<file path="config.mk">
export PLATFORM = sky130hd
export DESIGN_NAME = ifrc_ctrl
export DESIGN_NICKNAME = d
export VERILOG_FILES = /design/src/sv/ifrc_pkg.sv /design/src/sv/ifrc_ctrl.sv
export SDC_FILE = /design/constraint.sdc
export NUM_CORES = 1
export LEC_CHECK = 0
export BUFFER_PORTS_ARGS = -buffer_cell sky130_fd_sc_hd__buf_4
export CORE_AREA = 8 8 45 47
export DETAILED_ROUTE_END_ITERATION = 8
export DIE_AREA = 0 0 53 55
export SYNTH_ARGS = -nofsm -noshare
export SYNTH_HDL_FRONTEND = slang
export SYNTH_SLANG_ARGS = --single-unit
</file>
<file path="constraint.sdc">
create_clock -name clock -period 1.2 [get_ports clock]
set_input_delay 0.24 -clock clock [delete_from_list [all_inputs] [get_ports clock]]
set_output_delay 0.24 -clock clock [all_outputs]
set_load 0.1 [all_outputs]
</file>
<file path="src/sv/ifrc_pkg.sv">
// ----------------------------------------------------------------------------
// ifrc_pkg - shared types and constants of the frame transform engine
// Sizes, register and status codes, controller states and the
// controller/datapath command and status bundles.
// ----------------------------------------------------------------------------
package ifrc_pkg;

   // frame store geometry
   localparam int MAX_WIDTH  = 256;
   localparam int MAX_HEIGHT = 256;
   localparam int STORE_SIZE = MAX_WIDTH * MAX_HEIGHT;
   localparam int ADDR_W     = $clog2(STORE_SIZE);

   // size registers are 9 bits, so the usable size is capped by that too
   localparam int SIZE_W    = 9;
   localparam int SIZE_TOP  = (1 << SIZE_W) - 1;
   localparam int MAX_DIM   = (MAX_WIDTH > MAX_HEIGHT) ? MAX_WIDTH : MAX_HEIGHT;
   localparam int DIM_LIMIT = (MAX_DIM < SIZE_TOP) ? MAX_DIM : SIZE_TOP;
   localparam int CNT_W     = $clog2(DIM_LIMIT);
   localparam int SRC_W     = ((CNT_W > SIZE_W) ? CNT_W : SIZE_W) + 1;
   localparam int AREA_W    = 2 * SIZE_W;
   localparam int CMP_W     = (AREA_W > ADDR_W + 1) ? AREA_W : ADDR_W + 1;
   localparam int PROD_W    = SRC_W + SIZE_W;

   // port field widths
   localparam int CHAN_W  = 8;
   localparam int PIX_W   = 3 * CHAN_W;
   localparam int POS_W   = 8;
   localparam int STS_W   = 2;
   localparam int REG_W   = 3;
   localparam int CSR_D_W = 9;

   // transform modes
   localparam logic [2:0] MODE_MIRROR_H = 3'd0;
   localparam logic [2:0] MODE_MIRROR_V = 3'd1;
   localparam logic [2:0] MODE_ROT_R    = 3'd2;
   localparam logic [2:0] MODE_ROT_L    = 3'd3;
   localparam logic [2:0] MODE_CROP     = 3'd4;

   // register indexes
   localparam logic [REG_W-1:0] REG_MODE        = 3'd0;
   localparam logic [REG_W-1:0] REG_IMAGE_W     = 3'd1;
   localparam logic [REG_W-1:0] REG_IMAGE_H     = 3'd2;
   localparam logic [REG_W-1:0] REG_CROP_X      = 3'd3;
   localparam logic [REG_W-1:0] REG_CROP_Y      = 3'd4;
   localparam logic [REG_W-1:0] REG_CROP_W      = 3'd5;
   localparam logic [REG_W-1:0] REG_CROP_H      = 3'd6;

   // word commands
   localparam logic CMD_WRITE = 1'b0;
   localparam logic CMD_FETCH = 1'b1;

   // result status codes
   localparam logic [STS_W-1:0] STATUS_OK      = 2'd0;
   localparam logic [STS_W-1:0] STATUS_OUTSIDE = 2'd1;
   localparam logic [STS_W-1:0] STATUS_NONE    = 2'd2;

   typedef enum logic [2:0] {
      ST_IDLE,
      ST_EXEC,
      ST_ADDR,
      ST_READ,
      ST_RESP
   } state_type;

   // controller to datapath
   typedef struct packed {
      logic capture;
      logic exec;
      logic addr;
      logic read;
   } ctl_cmd_type;

   // datapath to controller
   typedef struct packed {
      logic is_fetch;
   } dp_sts_type;

   // size register as used: zero counts as one, large values saturate
   function automatic logic [SIZE_W-1:0] clamp_size(input logic [SIZE_W-1:0] v,
                                                    input int unsigned max);
      logic [SIZE_W-1:0] r;
      if (v == '0) begin
         r = SIZE_W'(1);
      end else if (32'(v) > max) begin
         r = SIZE_W'(max);
      end else begin
         r = v;
      end
      return r;
   endfunction

endpackage

</file>
<file path="src/sv/ifrc_ctrl.sv">
// ----------------------------------------------------------------------------
// ifrc_ctrl - sequencing controller
// Accepts one word at a time and steps a fetch through execute, address,
// read and response phases of the datapath; a write only through execute.
// ----------------------------------------------------------------------------
module ifrc_ctrl (
   input  logic                 clock,
   input  logic                 reset,
   input  logic                 req_tvalid,
   output logic                 req_tready,
   output logic                 rsp_tvalid,
   input  logic                 rsp_tready,
   input  ifrc_pkg::dp_sts_type sts,
   output ifrc_pkg::ctl_cmd_type cmd
);

   ifrc_pkg::state_type state_ff;
   ifrc_pkg::state_type state_in;

   // state register
   always_ff @(posedge clock) begin
      if (reset) begin
         state_ff <= ifrc_pkg::ST_IDLE;
      end else begin
         state_ff <= state_in;
      end
   end

   // next state and commands
   always_comb begin
      state_in    = state_ff;
      cmd         = '0;
      req_tready  = 1'b0;
      rsp_tvalid  = 1'b0;
      case (state_ff)
         ifrc_pkg::ST_IDLE: begin
            req_tready  = 1'b1;
            cmd.capture = req_tvalid;
            if (req_tvalid) begin
               state_in = ifrc_pkg::ST_EXEC;
            end
         end
         ifrc_pkg::ST_EXEC: begin
            cmd.exec = 1'b1;
            state_in = sts.is_fetch ? ifrc_pkg::ST_ADDR : ifrc_pkg::ST_IDLE;
         end
         ifrc_pkg::ST_ADDR: begin
            cmd.addr = 1'b1;
            state_in = ifrc_pkg::ST_READ;
         end
         ifrc_pkg::ST_READ: begin
            cmd.read = 1'b1;
            state_in = ifrc_pkg::ST_RESP;
         end
         ifrc_pkg::ST_RESP: begin
            rsp_tvalid = 1'b1;
            if (rsp_tready) begin
               state_in = ifrc_pkg::ST_IDLE;
            end
         end
         default: begin
            state_in = ifrc_pkg::ST_IDLE;
         end
      endcase
   end

`ifndef SYNTH
   // an accepted word always goes to execute next
   a_accept_exec: assert property (@(posedge clock) disable iff (reset)
      (req_tvalid && req_tready) |=> (state_ff == ifrc_pkg::ST_EXEC))
      else $error("accepted word did not enter execute");

   // a pixel write never produces a result
   a_write_silent: assert property (@(posedge clock) disable iff (reset)
      (state_ff == ifrc_pkg::ST_EXEC && !sts.is_fetch) |=> !rsp_tvalid)
      else $error("write produced a result");

   // a result appears only after a fetch has passed through execute, address and read
   a_rsp_latency: assert property (@(posedge clock) disable iff (reset)
      $rose(rsp_tvalid) |-> ($past(state_ff, 3) == ifrc_pkg::ST_EXEC))
      else $error("result without preceding fetch");

   // input side and result side never open at the same time
   a_one_word: assert property (@(posedge clock) disable iff (reset)
      !(req_tready && rsp_tvalid))
      else $error("ready while a result is pending");
`endif

endmodule

</file>
==> results of run 1 <==
==> metrics by stage <==
step | instance area (um2) | instances | power [uW] | util | setup slack, ns
floorplan | 210.2 | 17 | 241.8 | - | -0.7241
global placement | 327.8 | 46 | 281.5 | 0.2369 | -0.01735
detailed placement | 327.8 | 46 | 283.2 | 0.2369 | -0.01446
CTS | 455.4 | 53 | 517.8 | 0.3291 | -0.1873
global route | 455.4 | 53 | 546.0 | 0.3291 | -0.2194
finish | 455.4 | 53 | 516.4 | 0.3291 | -0.1781
==> layout make-up <==
type / count / area [um2]
fill: 139 / 928.4
timing repair buffer: 16 / 198.9
multi-input combinational: 13 / 135.1
sequential: 3 / 71.32
clock buffer: 4 / 26.28
tap: 16 / 20.02
inverter: 1 / 3.754
==> cells in the mapped netlist, drive strengths merged <==
library cell  number
and2               1
nor3b              3
inv                1
a22o               1
a211oi             1
nor2               2
nand2b             1
nor3               1
and3b              1
dfxtp              3
nor4               1
nand3b             1
==> logic make-up (layout without fill, tap and decap cells) <==
logic type | count (synthesis) | count (layout)
AND/OR/NAND/NOR | 11 | 11
AO/OA/AOI/OAI | 2 | 2
flip-flops | 3 | 3
buffers and inverters | 1 | 21
==> per-layer routing <==
layer,global-route usage,vias up,routed length [um]
met2,0.07031,10,283
met1,0.04262,105,233
met5,0,-,0
met4,0.05172,0,0
li1,-,102,-
met3,0.02941,0,59
==> final timing paths <==
path	from	end	slack, ns	depth (start not counted)
worst min register to register	state_ff[1]$_SDFFE_PP0P_	state_ff[0]$_SDFFE_PP0P_	0.59	2
worst max-delay path	state_ff[2]$_SDFFE_PP0P_	cmd[3]	-0.18	3
worst min-delay path	reset	state_ff[1]$_SDFFE_PP0P_	0.19	2
worst max register to register	state_ff[2]$_SDFFE_PP0P_	state_ff[2]$_SDFFE_PP0P_	0.21	2
==> power breakdown <==
group	internal [uW]	switching, uW
sequential	102	14.9
clock	125	61.6
combinational	89.9	122
total	317	199
==> layout by cell type, fill, tap and decap left out <==
| cell | count |
|---|---|
| and2_4 | 1 |
| nand3b_1 | 1 |
| a211oi_1 | 1 |
| clkbuf_1 | 1 |
| clkbuf_4 | 3 |
| dfxtp_4 | 3 |
| nor2_1 | 2 |
| a22o_1 | 1 |
| buf_4 | 9 |
| buf_12 | 6 |
| nor3b_4 | 3 |
| nor4_1 | 1 |
| nand2b_1 | 1 |
| buf_6 | 1 |
| nor3_4 | 1 |
| inv_1 | 1 |
| and3b_2 | 1 |
==> repair_timing <==
item,4_1_cts,5_1_grt
pin swaps,2,3
setup buffers,3,0
gates cloned,0,0
endpoints found under the setup margin,6,6
resized for setup,19,0
==> impl_results.md, run 1 <==
* Clock skew at 0.004941 ns
* GR Overflow Total at 0
* Largest regs: state_ff x3
* Synth Area in Compound Gates at 0.1048
* Layout area overhead at 193.5%
* Drt first pass iters at 4
* Largest net degree at the start of global routing at 8
* VDD IR max at 0.2947 mV
* Clock Tree Root: clkbuf_4
* Clock latency on the worst-skew pair at 0.24 ns
* Synth top area share at 0.3871
* Syn Area/Cell at approximately 9 um2
* Seq/Total Area, Yosys at 0.3871
* Synth warnings at 0
* Post-Synth XOR/XNOR Area at 0
* GRT Total Usage at 0.04757
* TritonCTS Buffers at 3
* Starting density of the core at 0.1121
* Max FFs per register at 3
* WHS at 0.1899 ns
* Die height at 55 um
* Die area at 2915 um2
* NumNets Final at 43
* Mapped Cells at 17
* Syn nets at 22
* ANT cells at 0
* Buffers & Inverters on Critical Path at 1
* Mapped Area at 155.1 um2
* # port buffers at 10
* Status: complete, but fails checks
* Vias at between 200 and 250
* Vias/cell at 4.094
* Biggest register: state_ff
* Simple-Gate Fraction of Synth Area at 0.4839
* Relative slew slack at 0.8585
* Critical Path RT at approximately 0.96 ns
* Final period utilization at 1.148
* Clock Path Buffers at 2
* Crit path launch type: flip-flop
* Proportion of synthesized area in mux cells at 0
* Fin. Hold Viols at 0
* CP max stage cell: dfxtp_4
* Total of max-cap violations at 0
* Pleak at 0.0001911 uW
* Pins Over Slew Limit at 0
* Die Wd at 53 um
* Setup ws final at -0.1781 ns
* Crit-path leading delay family: flip-flops
* Synth unique cells at 13
* Synth top area cells: dfxtp_1 (39%), nor3b_1 (9.7%), nor3b_2 (8.1%)
* FF+latch count, synth at 3
* Vias in the first global route at 221
* Reg clk slew, reported paths at 0.04 ns
* Failing checks: negative setup slack
* Adder-cell share of the synthesized area at 0
* TritonCTS clock tree: built
* Hold_buf cts at 0
* Clk sinks at 3
* CP Class: reg -> out
* RSZ-0062 raised after global routing: true
* Initial detailed-routing violation count at 3
* CTS H-tree depth at 1
* Hold/Removal Path Class: in -> reg
* RePlAce Congestion at 0.7444
* DPL Wire Length at 406.5 um
* Core Rows at 14
* Setup tns final at -0.8663 ns
* Drt total wl at about 580 um
* Post-route ant nets at 0
* First-pass GRT wire length at 924 um
* PwrDens at 1134 nW/um2
* Largest family of logic cells by synthesized area: simple AND/OR/NAND/NOR gates
* Synth area leader: dfxtp_1
* Crit. End Element: output pin
* Fin crit period at 1.378 ns
* Worst path max stage delay at 0.37 ns
* # DRC at 0
* Worst-path fanout max at 6
* CORE AREA at 1384 um2
* Fraction of layout cells with a size suffix above 1 at 0.7568
* Initial antenna violation count at 0
* Slew @ Worst Pin at 0.2103 ns
* Cell-by-cell trace of the critical path: nor3_4, and2_4, buf_12
* DR WL/cell at 10.87 um
* Fmax at 0.7256 GHz
* Worst EP arrival at ~1.1 ns
* IO Count at 11
* Final count of negative-setup-slack endpoints at 6
(Power assumes the default switching activity.)
==> run 2: changes to the inputs <==
--- a/config.mk
+++ b/config.mk
@@ -9,6 +9,7 @@
 export CORE_AREA = 8 8 45 47
 export DETAILED_ROUTE_END_ITERATION = 8
 export DIE_AREA = 0 0 53 55
+export MAX_ROUTING_LAYER = met4
 export SYNTH_ARGS = -nofsm -noshare
 export SYNTH_HDL_FRONTEND = slang
 export SYNTH_SLANG_ARGS = --single-unit
==> run 2 against run 1 <==
  * The flow still finishes with violations (negative setup slack)
  * Sequential power barely moved
  * Core utilization did not move
  * Highest routed layer is now met4
  * Sequential share of layout area unchanged
  * Non-clock buffer count is the same
  * Die area stayed put
  * Largest cell class unchanged
  * Global-route usage increased by 0.14 points
  * Maximum frequency down 0.15%
  * Via count grew 0.46%
==> impl_results.md, run 2 (synthesis results as in run 1) <==
* Status: complete, but fails checks
* Failing checks: negative setup slack
* Clock Tree Root: clkbuf_4
* Largest net degree at the start of global routing at 8
* Final period utilization at 1.150
* Die Wd at approximately 53 um
* CORE AREA at ~1400 um2
* First-pass GRT wire length at 924 um
* Vias at 218
* Setup tns final at -0.8779 ns
* Clock latency on the worst-skew pair at 0.24 ns
* Fin. Hold Viols at 0
* Crit path launch type: flip-flop
* Relative slew slack at 0.8585
* Worst-path fanout max at 6
* Layout area overhead at 193.5%
* Initial antenna violation count at 0
* WHS at 0.1884 ns
* Clk sinks at 3
* VDD IR max at around 0.3 mV
* Slew @ Worst Pin at 0.2103 ns
* GRT Total Usage at 0.04901
* Fmax at ~0.72 GHz
* Final count of negative-setup-slack endpoints at 6
* CP max stage cell: dfxtp_4
* Drt total wl at 572 um
* CP Class: reg -> out
* Clock Path Buffers at 2
* GR Overflow Total at 0
* Initial detailed-routing violation count at 2
* Critical Path RT at 0.96 ns
* Most common cell after layout, fill and taps aside: buf_4
* Worst EP arrival at 1.14 ns
* Cell-by-cell trace of the critical path: nor3_4, and2_4, buf_12
* Worst path max stage delay at 0.37 ns
* Die area at around 2900 um2
* IO Count at 11
* Final std cells w/o fill at 53
* Hold/Removal Path Class: in -> reg
* Pins Over Slew Limit at 0
* PwrDens at 1136 nW/um2
* Vias/cell at 4.113
* Clock skew at 0.004731 ns
* Die height at between 50 and 60 um
* CTS H-tree depth at 1
* TritonCTS Buffers at 3
* Starting density of the core at 0.1121
* RePlAce Congestion at 0.7536
* Fin crit period at about 1.4 ns
* TritonCTS clock tree: built
* RSZ-0062 raised after global routing: true
* # port buffers at 10
* Placed Cells at 46
* Buffers & Inverters on Critical Path at 1
* Post-route ant nets at 0
* Crit-path leading delay family: flip-flops
* Fraction of layout cells with a size suffix above 1 at 0.7568
* Vias in the first global route at 222
* Pleak at 0.0001911 uW
* Placed cell area at 327.8 um2
* Final Cell Area at around 460 um2
* Crit. End Element: output pin
* # fillers at 139
* Total of max-cap violations at 0
* Max FFs per register at 3
* # DRC at 0
* Drt first pass iters at 4
* PnR Total Power at ~520 uW
* Core Rows at 14
* DR WL/cell at ~11 um
* Biggest register: state_ff
* NumNets Final at 43
* Setup ws final at -0.1801 ns
* Reg clk slew, reported paths at around 0.04 ns
* Commonest non-fill, non-tap cells in the layout: buf_4 (9), buf_12 (6), nor3b_4 (3), clkbuf_4 (3), dfxtp_4 (3)
* DPL Wire Length at 406.5 um
* ANT cells at 0
* Largest regs: state_ff x3
[run 2: cell counts in the layout (fill, tap and decap cells not counted)]
Identical to the previous run, type by type.
[run 2: through the flow]
step	setup WS [ns]	utilization
3_5_place_dp	-0.01446	0.2369
3_3_place_gp	-0.01735	0.2369
5_1_grt	-0.2194	0.3291
6_report	-0.1801	0.3291
4_1_cts	-0.1873	0.3291
2_1_floorplan	-0.7241	-
[run 2: final cells by class]
class / instances / area [um2] / area share
Multi-Input combinational cell: 13 / 135.1 / 0.2967
Clock buffer: 4 / 26.28 / 0.05769
Inverter: 1 / 3.754 / 0.008242
Sequential cell: 3 / 71.32 / 0.1566
Tap cell: 16 / 20.02 / 0.04396
Timing Repair Buffer: 16 / 198.9 / 0.4368
[run 2: final timing paths]
| check | slack (ns) | end | from | cells past startpoint |
|---|---|---|---|---|
| max reg2reg | 0.21 | state_ff[2]$_SDFFE_PP0P_ | state_ff[2]$_SDFFE_PP0P_ | 2 |
| max | -0.18 | cmd[3] | state_ff[2]$_SDFFE_PP0P_ | 3 |
| min | 0.19 | state_ff[1]$_SDFFE_PP0P_ | reset | 2 |
| min reg2reg | 0.59 | state_ff[0]$_SDFFE_PP0P_ | state_ff[1]$_SDFFE_PP0P_ | 2 |
[run 2: where the power goes]
part	leakage (uW)	switching, uW	internal [uW]	total (uW)
logic	0.000149	122	89.9	212
registers	0.0000267	14.9	102	117
clock network	0.0000150	62.7	125	188
[run 2: repair_timing]
| item | in CTS | in global routing |
|---|---|---|
| pin swaps | 2 | 3 |
| endpoints found under the setup margin | 6 | 6 |
| setup buffers | 3 | 0 |
| resized for setup | 19 | 0 |
| hold buffers | 0 | 0 |
[run 2: per-layer routing]
layer	part of all wire	track usage
met1	0.39	0.04262
met2	0.47	0.07031
met3	0.11	0.02941
met4	0.017	0.05172
met5	0	-
==> run 3: changes to the inputs <==
==> constraint.sdc (replaced) <==
create_clock -name clock -period 1.2 [get_ports clock]
set_input_delay 0.24 -clock clock [delete_from_list [all_inputs] [get_ports clock]]
set_output_delay 0.24 -clock clock [all_outputs]
set_load 0.01 [all_outputs]
==> run 3 against run 2 <==
  * The flow still finishes with violations (negative setup slack)
  * Global-route usage fell by 0.45 points
  * Worst setup slack improved by 0.11 ns
  * Non-clock buffer count fell by 4
  * Via count fell by 14%
  * Largest cell class is now multi-input combinational cells
  * Largest power group is now clock
==> impl_results.md, run 3 (synthesis results as in run 1) <==
* Placed cell area at ~250 um2
* DR WL/cell at 11.39 um
* Clock Tree Root: clkbuf_4
* Post-route ant nets at 0
* Setup ws final at -0.06739 ns
* VDD IR max at between 0.2 and 0.25 mV
* Biggest register: state_ff
* Vias/cell at 3.837
* Clock Path Buffers at 2
* CORE AREA at 1384 um2
* Hold/Removal Path Class: in -> reg
* PwrDens at about 1100 nW/um2
* Critical Path RT at 0.96 ns
* # port buffers at 10
* CTS H-tree depth at 1
* Largest regs: state_ff x3
* Post-layout util at 0.2342
* GRT Total Usage at 0.04448
* Die area at slightly below 3000 um2
* Fmax at 0.7890 GHz
* RePlAce Congestion at 0.7452
* Fraction of layout cells with a size suffix above 1 at 0.6667
* Final period utilization at 1.056
* TritonCTS clock tree: built
* Layout area overhead at 108.9%
* TritonCTS Buffers at 3
* Clock latency on the worst-skew pair at 0.23 ns
* Drt first pass iters at 1
* Status: complete, but fails checks
* Commonest non-fill, non-tap cells in the layout: buf_4 (11), clkbuf_4 (3), dfxtp_4 (3)
* Most common cell after layout, fill and taps aside: buf_4
* Initial antenna violation count at 0
* RSZ-0062 raised after global routing: true
* Clk sinks at 3
* Fin. Hold Viols at 0
* Max FFs per register at 3
* ANT cells at 0
* Vias at 188
* Final count of negative-setup-slack endpoints at 4
* CP Class: reg -> out
* Relative slew slack at 0.8718
* Starting density of the core at 0.1121
* Hold_buf cts at 0
* Worst-path fanout max at 6
* Largest net degree at the start of global routing at 9
* # fillers at 160
* GR Overflow Total at 0
* Failing checks: negative setup slack
* NumNets Final at 39
* Crit path launch type: flip-flop
* Slew @ Worst Pin at 0.1906 ns
* Die height at 55 um
* Core Rows at 14
* Pins Over Slew Limit at 0
* Pleak at 0.0001474 uW
* First-pass GRT wire length at 814 um
* Total of max-cap violations at 0
* Crit. End Element: output pin
* Die Wd at approximately 53 um
* Initial detailed-routing violation count at 0
* Setup tns final at -0.1079 ns
* Vias in the first global route at 203
* Worst EP arrival at 1.03 ns
* # DRC at 0
* Reg clk slew, reported paths at roughly 0.04 ns
* Drt total wl at 558 um
* Clock skew at 0.002037 ns
* Fin crit period at 1.267 ns
* Final Cell Area at 324.1 um2
* IO Count at 11
-- run 3: cell types whose count changed in the layout (fill, tap and decap cells not counted) --
cell and change:
nor3b_2 +2, and2_1 +1, nor3b_1 +1, buf_12 -6
nor3b_4 -3, and2_4 -1, buf_4 +2
-- run 3: worst max-delay path: stages (launching register included) --
cell and delay, ns:
dfxtp_4 0.36, nor3_4 0.18, and2_1 0.14, buf_4 0.11
-- run 3: metal layers --
layer | vias up | GRT usage | wire (um)
met2 | 6 | 0.06055 | 305
met1 | 84 | 0.03647 | 221
li1 | 96 | - | -
met3 | 2 | 0.01604 | 5
met4 | 0 | 0.07759 | 26
met5 | - | - | 0
-- run 3: final timing paths --
| check | startpoint | endpoint | slack, ns | cells past startpoint |
|---|---|---|---|---|
| max | state_ff[1]$_SDFFE_PP0P_ | cmd[3] | -0.07 | 3 |
| min | reset | state_ff[1]$_SDFFE_PP0P_ | 0.19 | 2 |
| max reg2reg | state_ff[1]$_SDFFE_PP0P_ | state_ff[1]$_SDFFE_PP0P_ | 0.17 | 4 |
| min reg2reg | state_ff[2]$_SDFFE_PP0P_ | state_ff[1]$_SDFFE_PP0P_ | 0.48 | 1 |
-- run 3: area by class of cell --
type / count / area [um2] / area share
multi-input cells: 13 / 108.9 / 0.3359
well taps: 16 / 20.02 / 0.06178
repair buffers: 12 / 93.84 / 0.2896
flip-flops and latches: 3 / 71.32 / 0.2201
clock buffers: 4 / 26.28 / 0.08108
inverters: 1 / 3.754 / 0.01158
-- run 3: through the flow --
| stage | total power (uW) | setup slack, ns | hold slack [ns] | instances |
|---|---|---|---|---|
| 6_report | 360.4 | -0.06739 | 0.1883 | 49 |
| 5_1_grt | 380.2 | -0.1247 | 0.1918 | 49 |
| 4_1_cts | 362.0 | -0.07640 | 0.1802 | 49 |
| 3_5_place_dp | 173.7 | 0.09220 | 0.4381 | 43 |
| 3_3_place_gp | 173.2 | 0.1051 | 0.4377 | 43 |
| 2_1_floorplan | 138.0 | 0.03147 | 0.3128 | 17 |
-- run 3: where the power goes --
part / switching [uW] / leakage, uW / internal, uW
clock: 54.2 / 0.0000150 / 125
sequential: 12.3 / 0.0000267 / 102
combinational: 24.7 / 0.000106 / 42.1
-- run 3: what timing repair did --
action | in CTS | in global routing
pin swaps | 2 | 1
setup endpoints to repair | 6 | 6
resized for setup | 9 | 2
setup buffers | 2 | 0
